$ cat config.mk
export PLATFORM = sky130hd
export DESIGN_NAME = ssvc_ctrl
export DESIGN_NICKNAME = d
export VERILOG_FILES = /design/src/rtl/ssvc_pkg.sv /design/src/rtl/ssvc_ctrl.sv
export VERILOG_INCLUDE_DIRS = /design/src /design/src/rtl
export SDC_FILE = /design/constraint.sdc
export NUM_CORES = 1
export LEC_CHECK = 0
export ABC_AREA = 1
export BUFFER_PORTS_ARGS = -buffer_cell sky130_fd_sc_hd__buf_4
export CORE_ASPECT_RATIO = 1.2
export CORE_MARGIN = 2
export CORE_UTILIZATION = 45
export DETAILED_ROUTE_END_ITERATION = 16
export HOLD_SLACK_MARGIN = 0.03
export PLACE_DENSITY = 0.7
export RECOVER_POWER = 25
export SLEW_MARGIN = 25
export SYNTH_ARGS = -nofsm -noshare
export SYNTH_HDL_FRONTEND = slang
export SYNTH_SLANG_ARGS = --single-unit
$ cat constraint.sdc
create_clock -name i_clk -period 1.5 [get_ports i_clk]
set_clock_uncertainty 0.05 [all_clocks]
set_input_delay 0.075 -clock i_clk [delete_from_list [all_inputs] [get_ports i_clk]]
set_output_delay 0.075 -clock i_clk [all_outputs]
set_load 0.05 [all_outputs]
$ cat src/rtl/sturm_sign_variation_count_core_assert.svh
// Assertion macros used by the sign-variation counter controller.
`ifndef STURM_SIGN_VARIATION_COUNT_CORE_ASSERT_SVH
`define STURM_SIGN_VARIATION_COUNT_CORE_ASSERT_SVH
`ifndef SYNTHESIS
// same-cycle implication
`define SSVC_ASSERT_IMP(name, clk, rst_n, ante, cons) \
    name: assert property (@(posedge clk) disable iff (!rst_n) (ante) |-> (cons)) \
        else $error("%m: same-cycle check failed");
// next-cycle implication
`define SSVC_ASSERT_NXT(name, clk, rst_n, ante, cons) \
    name: assert property (@(posedge clk) disable iff (!rst_n) (ante) |=> (cons)) \
        else $error("%m: next-cycle check failed");
`else
`define SSVC_ASSERT_IMP(name, clk, rst_n, ante, cons)
`define SSVC_ASSERT_NXT(name, clk, rst_n, ante, cons)
`endif
`endif

$ cat src/rtl/ssvc_pkg.sv
// Shared types and constants of the sign-variation counter.
`timescale 1ns / 1ps
`default_nettype none
package ssvc_pkg;

    localparam int MAX_POLYS_DEF  = 16;
    localparam int MAX_COEFFS_DEF = 16;

    localparam int COEFF_W  = 32;
    localparam int ACC_W    = 48;
    localparam int ACTIVE_W = 5;
    localparam int COUNT_W  = 4;
    localparam int PIDX_W   = 4;
    localparam int CIDX_W   = 4;

    localparam logic OP_WRITE = 1'b0;
    localparam logic OP_EVAL  = 1'b1;

    // controller -> datapath commands
    typedef struct packed {
        logic mem_we;      // write coefficient store
        logic wr_zero;     // write data is zero (clearing sweep)
        logic mem_re;      // read coefficient store into read register
        logic x_load;      // capture x, clear count/sign/root
        logic acc_load;    // acc <= top coefficient
        logic mul_en;      // register partial products
        logic acc_step;    // acc <= sat(products + coefficient)
        logic sign_upd;    // fold acc sign into count
        logic first_poly;  // current polynomial is the first one
        logic out_load;    // move result into output register
    } t_ssvc_cmd;

endpackage
`default_nettype wire

$ cat src/rtl/ssvc_ctrl.sv
// Controller: clearing sweep, item handshake, Horner sequencing, result register control.
`timescale 1ns / 1ps
`default_nettype none
`include "sturm_sign_variation_count_core_assert.svh"
module ssvc_ctrl
    import ssvc_pkg::*;
#(
    parameter int MAX_POLYS  = MAX_POLYS_DEF,
    parameter int MAX_COEFFS = MAX_COEFFS_DEF,
    parameter int DEPTH      = MAX_POLYS * MAX_COEFFS,
    parameter int AW         = $clog2(DEPTH)
) (
    input  wire                   i_clk,
    input  wire                   i_rst_n,
    input  wire                   i_in_valid,
    output logic                  o_in_stall,
    input  wire                   i_operation,
    input  wire  [PIDX_W-1:0]     i_poly_index,
    input  wire  [CIDX_W-1:0]     i_coeff_index,
    output logic                  o_out_valid,
    input  wire                   i_out_stall,
    input  wire                   i_cfg_valid,
    output logic                  o_cfg_ready,
    input  wire  [ACTIVE_W-1:0]   i_cfg_data,
    output t_ssvc_cmd             o_cmd,
    output logic [AW-1:0]         o_addr
);

    localparam int PW = $clog2(MAX_POLYS);
    localparam int CW = $clog2(MAX_COEFFS);
    localparam logic [6:0]    MaxPolysV = 7'(MAX_POLYS);
    localparam logic [CW-1:0] TopCoeff  = CW'(MAX_COEFFS - 1);
    localparam logic [CW-1:0] NextCoeff = CW'(MAX_COEFFS - 2);
    localparam logic [AW-1:0] LastAddr  = AW'(DEPTH - 1);

    localparam logic [2:0] S_CLEAR = 3'd0;
    localparam logic [2:0] S_IDLE  = 3'd1;
    localparam logic [2:0] S_INIT  = 3'd2;
    localparam logic [2:0] S_MUL   = 3'd3;
    localparam logic [2:0] S_ADD   = 3'd4;
    localparam logic [2:0] S_SIGN  = 3'd5;
    localparam logic [2:0] S_DONE  = 3'd6;

    logic [2:0]          r_state, n_state;
    logic [AW-1:0]       r_clr, n_clr;
    logic [PW-1:0]       r_poly, n_poly;
    logic [CW-1:0]       r_coeff, n_coeff;
    logic [ACTIVE_W-1:0] r_active;
    logic                r_out_valid, n_out_valid;

    logic [PW-1:0]       w_last_poly;
    logic [PW-1:0]       w_rd_poly;
    logic [CW-1:0]       w_rd_coeff;
    logic [AW-1:0]       w_rd_addr;
    logic [AW-1:0]       w_wr_addr;
    logic                w_wr_ok;
    logic                w_accept;
    logic                w_out_free;
    logic                w_eval_go;
    logic                w_step_last;
    logic                w_busy;

    assign o_in_stall  = (r_state != S_IDLE);
    assign o_cfg_ready = 1'b1;
    assign o_out_valid = r_out_valid;
    assign w_accept    = i_in_valid && !o_in_stall;
    assign w_out_free  = !r_out_valid || !i_out_stall;
    assign w_eval_go   = w_accept && (i_operation == OP_EVAL);
    assign w_step_last = (r_state == S_ADD) && (r_coeff == '0);
    assign w_busy      = r_state inside {S_INIT, S_MUL, S_ADD, S_SIGN};

    // active count clamped to 1..MAX_POLYS
    always_comb begin
        if (r_active == '0) begin
            w_last_poly = '0;
        end else if ({2'b00, r_active} > MaxPolysV) begin
            w_last_poly = PW'(MAX_POLYS - 1);
        end else begin
            w_last_poly = PW'(r_active - 1'b1);
        end
    end

    assign w_wr_ok   = (32'(i_poly_index) < 32'(MAX_POLYS)) &&
                       (32'(i_coeff_index) < 32'(MAX_COEFFS));
    assign w_wr_addr = AW'(32'(i_poly_index) * MAX_COEFFS + 32'(i_coeff_index));
    assign w_rd_addr = AW'(32'(w_rd_poly) * MAX_COEFFS + 32'(w_rd_coeff));

    // store address: sweep pointer, write target, else the read address
    always_comb begin
        if (r_state == S_CLEAR) begin
            o_addr = r_clr;
        end else if ((r_state == S_IDLE) && w_accept && (i_operation == OP_WRITE)) begin
            o_addr = w_wr_addr;
        end else begin
            o_addr = w_rd_addr;
        end
    end

    always_comb begin
        n_state     = r_state;
        n_clr       = r_clr;
        n_poly      = r_poly;
        n_coeff     = r_coeff;
        n_out_valid = r_out_valid;
        o_cmd       = '0;
        w_rd_poly   = r_poly;
        w_rd_coeff  = TopCoeff;

        if (r_out_valid && !i_out_stall) begin
            n_out_valid = 1'b0;
        end

        o_cmd.first_poly = (r_poly == '0);

        case (r_state)
            S_CLEAR: begin
                o_cmd.mem_we  = 1'b1;
                o_cmd.wr_zero = 1'b1;
                if (r_clr == LastAddr) begin
                    n_state = S_IDLE;
                end else begin
                    n_clr = r_clr + 1'b1;
                end
            end
            S_IDLE: begin
                w_rd_poly  = '0;
                w_rd_coeff = TopCoeff;
                if (w_accept) begin
                    if (i_operation == OP_EVAL) begin
                        o_cmd.x_load = 1'b1;
                        o_cmd.mem_re = 1'b1;
                        n_poly       = '0;
                        n_state      = S_INIT;
                    end else begin
                        o_cmd.mem_we = w_wr_ok;
                    end
                end
            end
            S_INIT: begin
                o_cmd.acc_load = 1'b1;
                o_cmd.mem_re   = 1'b1;
                w_rd_coeff     = NextCoeff;
                n_coeff        = NextCoeff;
                n_state        = S_MUL;
            end
            S_MUL: begin
                o_cmd.mul_en = 1'b1;
                n_state      = S_ADD;
            end
            S_ADD: begin
                o_cmd.acc_step = 1'b1;
                if (r_coeff == '0) begin
                    n_state = S_SIGN;
                end else begin
                    o_cmd.mem_re = 1'b1;
                    w_rd_coeff   = r_coeff - 1'b1;
                    n_coeff      = r_coeff - 1'b1;
                    n_state      = S_MUL;
                end
            end
            S_SIGN: begin
                o_cmd.sign_upd = 1'b1;
                if (r_poly == w_last_poly) begin
                    n_state = S_DONE;
                end else begin
                    // fetch next top coefficient while folding this sign
                    o_cmd.mem_re = 1'b1;
                    w_rd_poly    = PW'(r_poly + 1'b1);
                    w_rd_coeff   = TopCoeff;
                    n_poly       = PW'(r_poly + 1'b1);
                    n_state      = S_INIT;
                end
            end
            S_DONE: begin
                if (w_out_free) begin
                    o_cmd.out_load = 1'b1;
                    n_out_valid    = 1'b1;
                    n_state        = S_IDLE;
                end
            end
            default: begin
                n_state = S_IDLE;
            end
        endcase
    end

    always_ff @(posedge i_clk) begin
        if (!i_rst_n) begin
            r_state     <= S_CLEAR;
            r_clr       <= '0;
            r_poly      <= '0;
            r_coeff     <= '0;
            r_out_valid <= 1'b0;
        end else begin
            r_state     <= n_state;
            r_clr       <= n_clr;
            r_poly      <= n_poly;
            r_coeff     <= n_coeff;
            r_out_valid <= n_out_valid;
        end
    end

    always_ff @(posedge i_clk) begin
        if (!i_rst_n) begin
            r_active <= ACTIVE_W'(1);
        end else if (i_cfg_valid && o_cfg_ready) begin
            r_active <= i_cfg_data;
        end
    end

    `SSVC_ASSERT_NXT(a_eval_starts, i_clk, i_rst_n, w_eval_go, r_state == S_INIT)
    `SSVC_ASSERT_NXT(a_poly_ends, i_clk, i_rst_n, w_step_last, r_state == S_SIGN)
    `SSVC_ASSERT_IMP(a_out_free, i_clk, i_rst_n, o_cmd.out_load, !r_out_valid || !i_out_stall)
    `SSVC_ASSERT_IMP(a_one_port, i_clk, i_rst_n, o_cmd.mem_re, !o_cmd.mem_we)
    `SSVC_ASSERT_IMP(a_poly_range, i_clk, i_rst_n, w_busy, r_poly <= w_last_poly)

endmodule
`default_nettype wire

Yosys cells after proc, flatten, opt, wreduce, memory -nomap -nowiden

Cells that the tools add are included.

Register bits: 25
Input bits: 19
Logic and storage cells: 86

$add $sub $neg: 6
Order comparisons: 1
Eq/ne operators: 14
Multiplexer cells: 39
Bitwise gates (word level): 2
Reduce and logical (&&, ||, !) cells: 18

Operator list:

| cell                                                                | count |
|---|---|
| 4-bit one-hot mux with 2 select lines                               | 4 |
| 4-bit 2-to-1 mux                                                    | 7 |
| 3-bit one-hot mux with 7 select lines                               | 1 |
| 3-bit 2-to-1 mux                                                    | 6 |
| 8-bit by 4-bit adder with 8-bit output                              | 2 |
| 8-bit 2-to-1 mux                                                    | 2 |
| 1-bit 2-to-1 mux                                                    | 15 |
| 3-bit == test (second input constant)                               | 3 |
| 8-bit by 1-bit adder with 8-bit output (second input constant)      | 1 |
| 8-bit == test (second input constant)                               | 1 |
| 4-bit logical NOT                                                   | 2 |
| 2-bit != test (second input constant)                               | 4 |
| 4-bit by 1-bit subtractor with 4-bit output (second input constant) | 2 |
| 3-bit by 2-bit == test with 1-bit output (second input constant)    | 2 |
| 5-bit greater-than comparator (second input constant)               | 1 |
| 5-bit logical NOT                                                   | 1 |
| 4-bit by 1-bit adder with 4-bit output (second input constant)      | 1 |
| 4-bit == test                                                       | 1 |
| 1-bit logical AND                                                   | 4 |
| 2-bit 2-to-1 mux                                                    | 2 |
| 1-bit one-hot mux with 4 select lines                               | 1 |
| 2-bit AND reduction                                                 | 2 |
| 4-bit AND reduction                                                 | 1 |
| 2-bit nonzero test                                                  | 2 |
| other kinds (9)                                                     | 12 |

Logic depth before layout (Yosys ltp)

Word-level depth: 9
Depth in mapped cells: 16

Worst setup path after synthesis

No wires, ideal clock.

Path type: register to output
Start point: reg r_state[2]
End point: out o_addr[0]
Data arrival time: 2.404 ns
Data required time: 1.375 ns
Setup slack: -1.029 ns
Stages on the path, launching flop included: 7
Path through: dfxtp_1 -> inv_2 -> nor2_4 -> nand2_1 -> nand2_1 -> a21oi_1 -> a211oi_1

Cells in the longest elaborated chain, start to end: 7

Ends and longest elaborated chain:

| element                                                                                        | line             | text |
|---|---|---|
| start, declared                                                                                | ssvc_ctrl.sv:44  | `logic [2:0] r_state, n_state;` |
| start signal, assigned                                                                         | ssvc_ctrl.sv:195 | `r_state <= n_state;` |
| parallel branches: the longest is 6 deep, another holds 8-bit by 4-bit adder with 8-bit output | n/a              |  |
| 8-bit 2-to-1 mux *                                                                             | ssvc_ctrl.sv:90  | `if (r_state == S_CLEAR) begin` |
| end, declared                                                                                  | ssvc_ctrl.sv:26  | `output logic [AW-1:0] o_addr` |

Every way passes the cells marked *.

Final worst setup path

Start point: reg r_active[0]
End point: out o_addr[6]

Cells in the longest elaborated chain, start to end: 9

Ends and longest elaborated chain:

| element                                                                                      | line                             | text |
|---|---|---|
| start, declared                                                                              | ssvc_ctrl.sv:48                  | `logic [ACTIVE_W-1:0] r_active;` |
| start signal, assigned                                                                       | ssvc_ctrl.sv:207                 | `r_active <= i_cfg_data;` |
| 4-bit by 1-bit subtractor with 4-bit output or 5-bit greater-than comparator (tied branches) | ssvc_ctrl.sv:79, ssvc_ctrl.sv:76 |  |
| 4-bit 2-to-1 mux                                                                             | ssvc_ctrl.sv:76                  | `end else if ({2'b00, r_active} > MaxPolysV) begin` |
| 4-bit 2-to-1 mux *                                                                           | ssvc_ctrl.sv:74                  | `if (r_active == '0) begin` |
| 4-bit == test *                                                                              | ssvc_ctrl.sv:163                 | `if (r_poly == w_last_poly) begin` |
| 4-bit 2-to-1 mux *                                                                           | n/a                              |  |
| 4-bit one-hot mux with 2 select lines *                                                      | ssvc_ctrl.sv:115                 | `case (r_state)` |
| 8-bit by 4-bit adder with 8-bit output *                                                     | ssvc_ctrl.sv:86                  | `assign w_rd_addr = AW'(32'(w_rd_poly) * MAX_COEFFS + 32'(w_rd_coeff));` |
| 8-bit 2-to-1 mux *                                                                           | ssvc_ctrl.sv:92                  | `end else if ((r_state == S_IDLE) && w_accept && (i_operation == OP_WRITE)) begin` |
| 8-bit 2-to-1 mux *                                                                           | ssvc_ctrl.sv:90                  |  |

Mark *: on every way between the ends. The rest lies on a longest branch, timed or not.

==> results.json <==
{
  "status": "complete, but fails checks",
  "violations": "setup timing",
  "wl_per_cell_microns": 19.3,
  "io_pins": 40,
  "layout_common_cells": "buf_4 (74), inv_1 (28), buf_6 (25)",
  "p_clk_frac": 0.267,
  "switchingPower_uw": 504,
  "rows": 24,
  "design_area_sq_um": 3390,
  "drive_gt1_frac": 0.638,
  "worst_pin_slew_ns": 0.600,
  "grt_overflow_total": 0,
  "grt_max_degree": 16,
  "ant_nets": 0,
  "ir_drop_v": 0.000480,
  "track_usage": 0.281,
  "syn_area_sq_um": 1730,
  "worstPathRequired_ns": 1.37,
  "drtIter0Drc": 180,
  "cts_tree": "done",
  "die_x_microns": 60.5,
  "dieArea_sq_um": 4350,
  "grt_pass1_wl_mm": 9.55,
  "end_kind": "primary output",
  "min_path_cells": 3,
  "hold_class": "in -> reg",
  "die_y_microns": 71.9,
  "cp-start-kind": "flip-flop",
  "grt_pass1_vias": 2236,
  "cp_max_fo": 6,
  "rsz0062_at_grt": "true",
  "final_common_cell": "buf_4",
  "remaining_drc_errors": 0,
  "synth-warning-count": 0,
  "yosys.cell_types.count": 37,
  "dp_cells": 392,
  "finalHoldViolations": 0,
  "dp_hpwl_mm": 3.96,
  "core_area_sq_um": 3660,
  "initial_utilization": 0.471,
  "areaGrowthSynthToFinish_pct": 96.4,
  "n_antenna_cell": 0,
  "clk_pin_slew_ns": 0.10,
  "arrival_ns": 2.19,
  "placed_area_sq_um": 2620,
  "antenna_found_initial": 0,
  "synth.avg_cell_area_sq_um": 6.67,
  "syn-instance-count": 259,
  "drtPass1Iterations": 4,
  "p_leak_uw": 0.00151,
  "vias": 2431,
  "drv_slew": 0,
  "power_uw": 1570,
  "swShare": 0.322,
  "crit_type": "reg -> out",
  "power_frac_comb": 0.285,
  "clockBufferDepth": 2,
  "syn_nets": 284,
  "min_period_ns": 2.31,
  "synth_seq_area_share": 0.290,
  "p_int_uw": 1060,
  "synth-seq-cells": 25,
  "cts_num_sinks": 25,
  "avgViaCountPerCell": 5.72,
  "setup_slack_ns": -0.814,
  "gp_congestion": 0.853,
  "cts_buffers": 3,
  "port_buffers": 38,
  "relSlewSlack": 0.602,
  "pwr-share-seq": 0.448,
  "maxCapViolCount": 0,
  "reg2regPathDepth": 16,
  "fmax_mhz": 432,
  "fin_crit_sh": 1.54,
  "clk_latency_ns": 0.27,
  "routed_wl_mm": 8.18,
  "root_buffer": "clkbuf_8",
  "powerDensity_nw_per_um2": 462,
  "htree_levels": 1,
  "stdcell_count": 425,
  "setup_viol": 29,
  "layout.nets": 399
}
## Yosys cell counts
cell,count,area [sq um]
nand2_2,9,56.3
nand3_1,14,70.1
xnor2_1,2,17.5
buf_4,1,7.51
o211ai_1,3,22.5
o21ai_2,1,8.76
nor2_2,6,37.5
nand3b_1,1,7.51
xor2_2,1,16.3
a211oi_1,3,22.5
o21bai_1,1,7.51
a21oi_1,25,125
o311ai_0,1,8.76
nor3_2,1,10.0
nor3_1,7,35.0
nand2_1,51,191
xor2_1,2,17.5
nor2_1,18,67.6
ha_1,6,75.1
buf_2,1,5.00
inv_1,35,131
o21ai_0,17,85.1
inv_2,9,33.8
nand2_4,1,11.3
nor2_4,3,33.8
o221ai_1,1,8.76
clkbuf_1,2,7.51
nand4_1,2,12.5
nor2_8,1,20.0
nor4_1,1,6.26
nor3_4,1,16.3
nand3_2,2,20.0
conb_1,1,3.75
dfxtp_1,25,500
o2111ai_1,1,8.76
o21ai_1,2,10.0
o31ai_1,1,7.51
## logic make-up after synthesis
family,count (synthesis),share of synthesized area
AND/OR/NAND/NOR,118,0.345
AO/OA/AOI/OAI,56,0.183
buffers and inverters,48,0.107
flip-flops,25,0.290
adder cells (fa/ha/maj),6,0.0435
XOR/XNOR,5,0.0297
other,1,0.00217
## metal layers
| layer | GRT usage | vias to the layer above | part of all wire |
|---|---|---|---|
| li1 | - | 1070 | - |
| met4 | 0.0918 | 0 | 0.055 |
| met3 | 0.0361 | 57 | 0.057 |
| met2 | 0.494 | 132 | 0.52 |
| met5 | 0 | - | 0 |
| met1 | 0.348 | 1172 | 0.36 |
## layout make-up
class	count	area, sq um
repair buffers	114	1020
fillers	144	272
clock inverters	1	5.00
multi-input cells	186	1570
well taps	52	65.1
inverters	44	178
clock buffers	3	41.3
flip-flops and latches	25	509
## registers in the layout, indices dropped and copies added (netlist names)
name	flops
o_out_valid	1
r_poly	4
r_state	3
r_clr	8
r_coeff	4
r_active	5
## metrics by stage
stage | TNS (ns) | util | worst slack, ns | hold WS (ns)
global placement | -3.16 | 0.714 | -0.370 | 0.244
floorplan | -3.65 | - | -0.305 | 0.129
finish | -9.54 | 0.926 | -0.814 | 0.0624
CTS | -6.18 | 0.818 | -0.673 | 0.0302
global route | -11.53 | 0.926 | -0.912 | 0.0861
detailed placement | -3.73 | 0.714 | -0.423 | 0.270
## power by group through the flow
stage               registers, uW  clock network (uW)  logic [uW]
floorplan                     708                   0         218
global placement              706                   0         325
detailed placement            707                   0         333
CTS                           696                 420         361
global route                  704                 435         468
finish                        703                 419         447
## critical path, cell delays in order, from the launching register on
cell     delay, ns
dfxtp_2       0.35
inv_4         0.09
ha_4          0.17
nand3_4       0.14
nand2_4       0.10
nand2_2       0.05
nand2_2       0.06
nand2_2       0.07
nor2_4        0.16
nand2_4       0.10
nand2_2       0.08
nand2_2       0.06
nand2_2       0.08
nand2_2       0.07
nand2_2       0.11
nand2_4       0.06
buf_8         0.15
## final timing paths
kind / startpoint / to / slack, ns
worst max-delay path: r_active[0] / o_addr[6] / -0.81
worst min-delay path: i_out_stall / o_out_valid / 0.06
worst max register to register: r_active[0] / r_poly[3] / -0.69
worst min register to register: r_clr[5] / r_clr[7] / 0.47
## repair_timing
item                       in CTS  in global routing
pin swaps                      23                 31
gates cloned                    0                  0
hold endpoints to repair        3                  0
setup buffers                  14                 13
resized for setup              56                 81
setup endpoints to repair      26                 37
hold buffers                    4                  0
(Power assumes the default switching activity.)
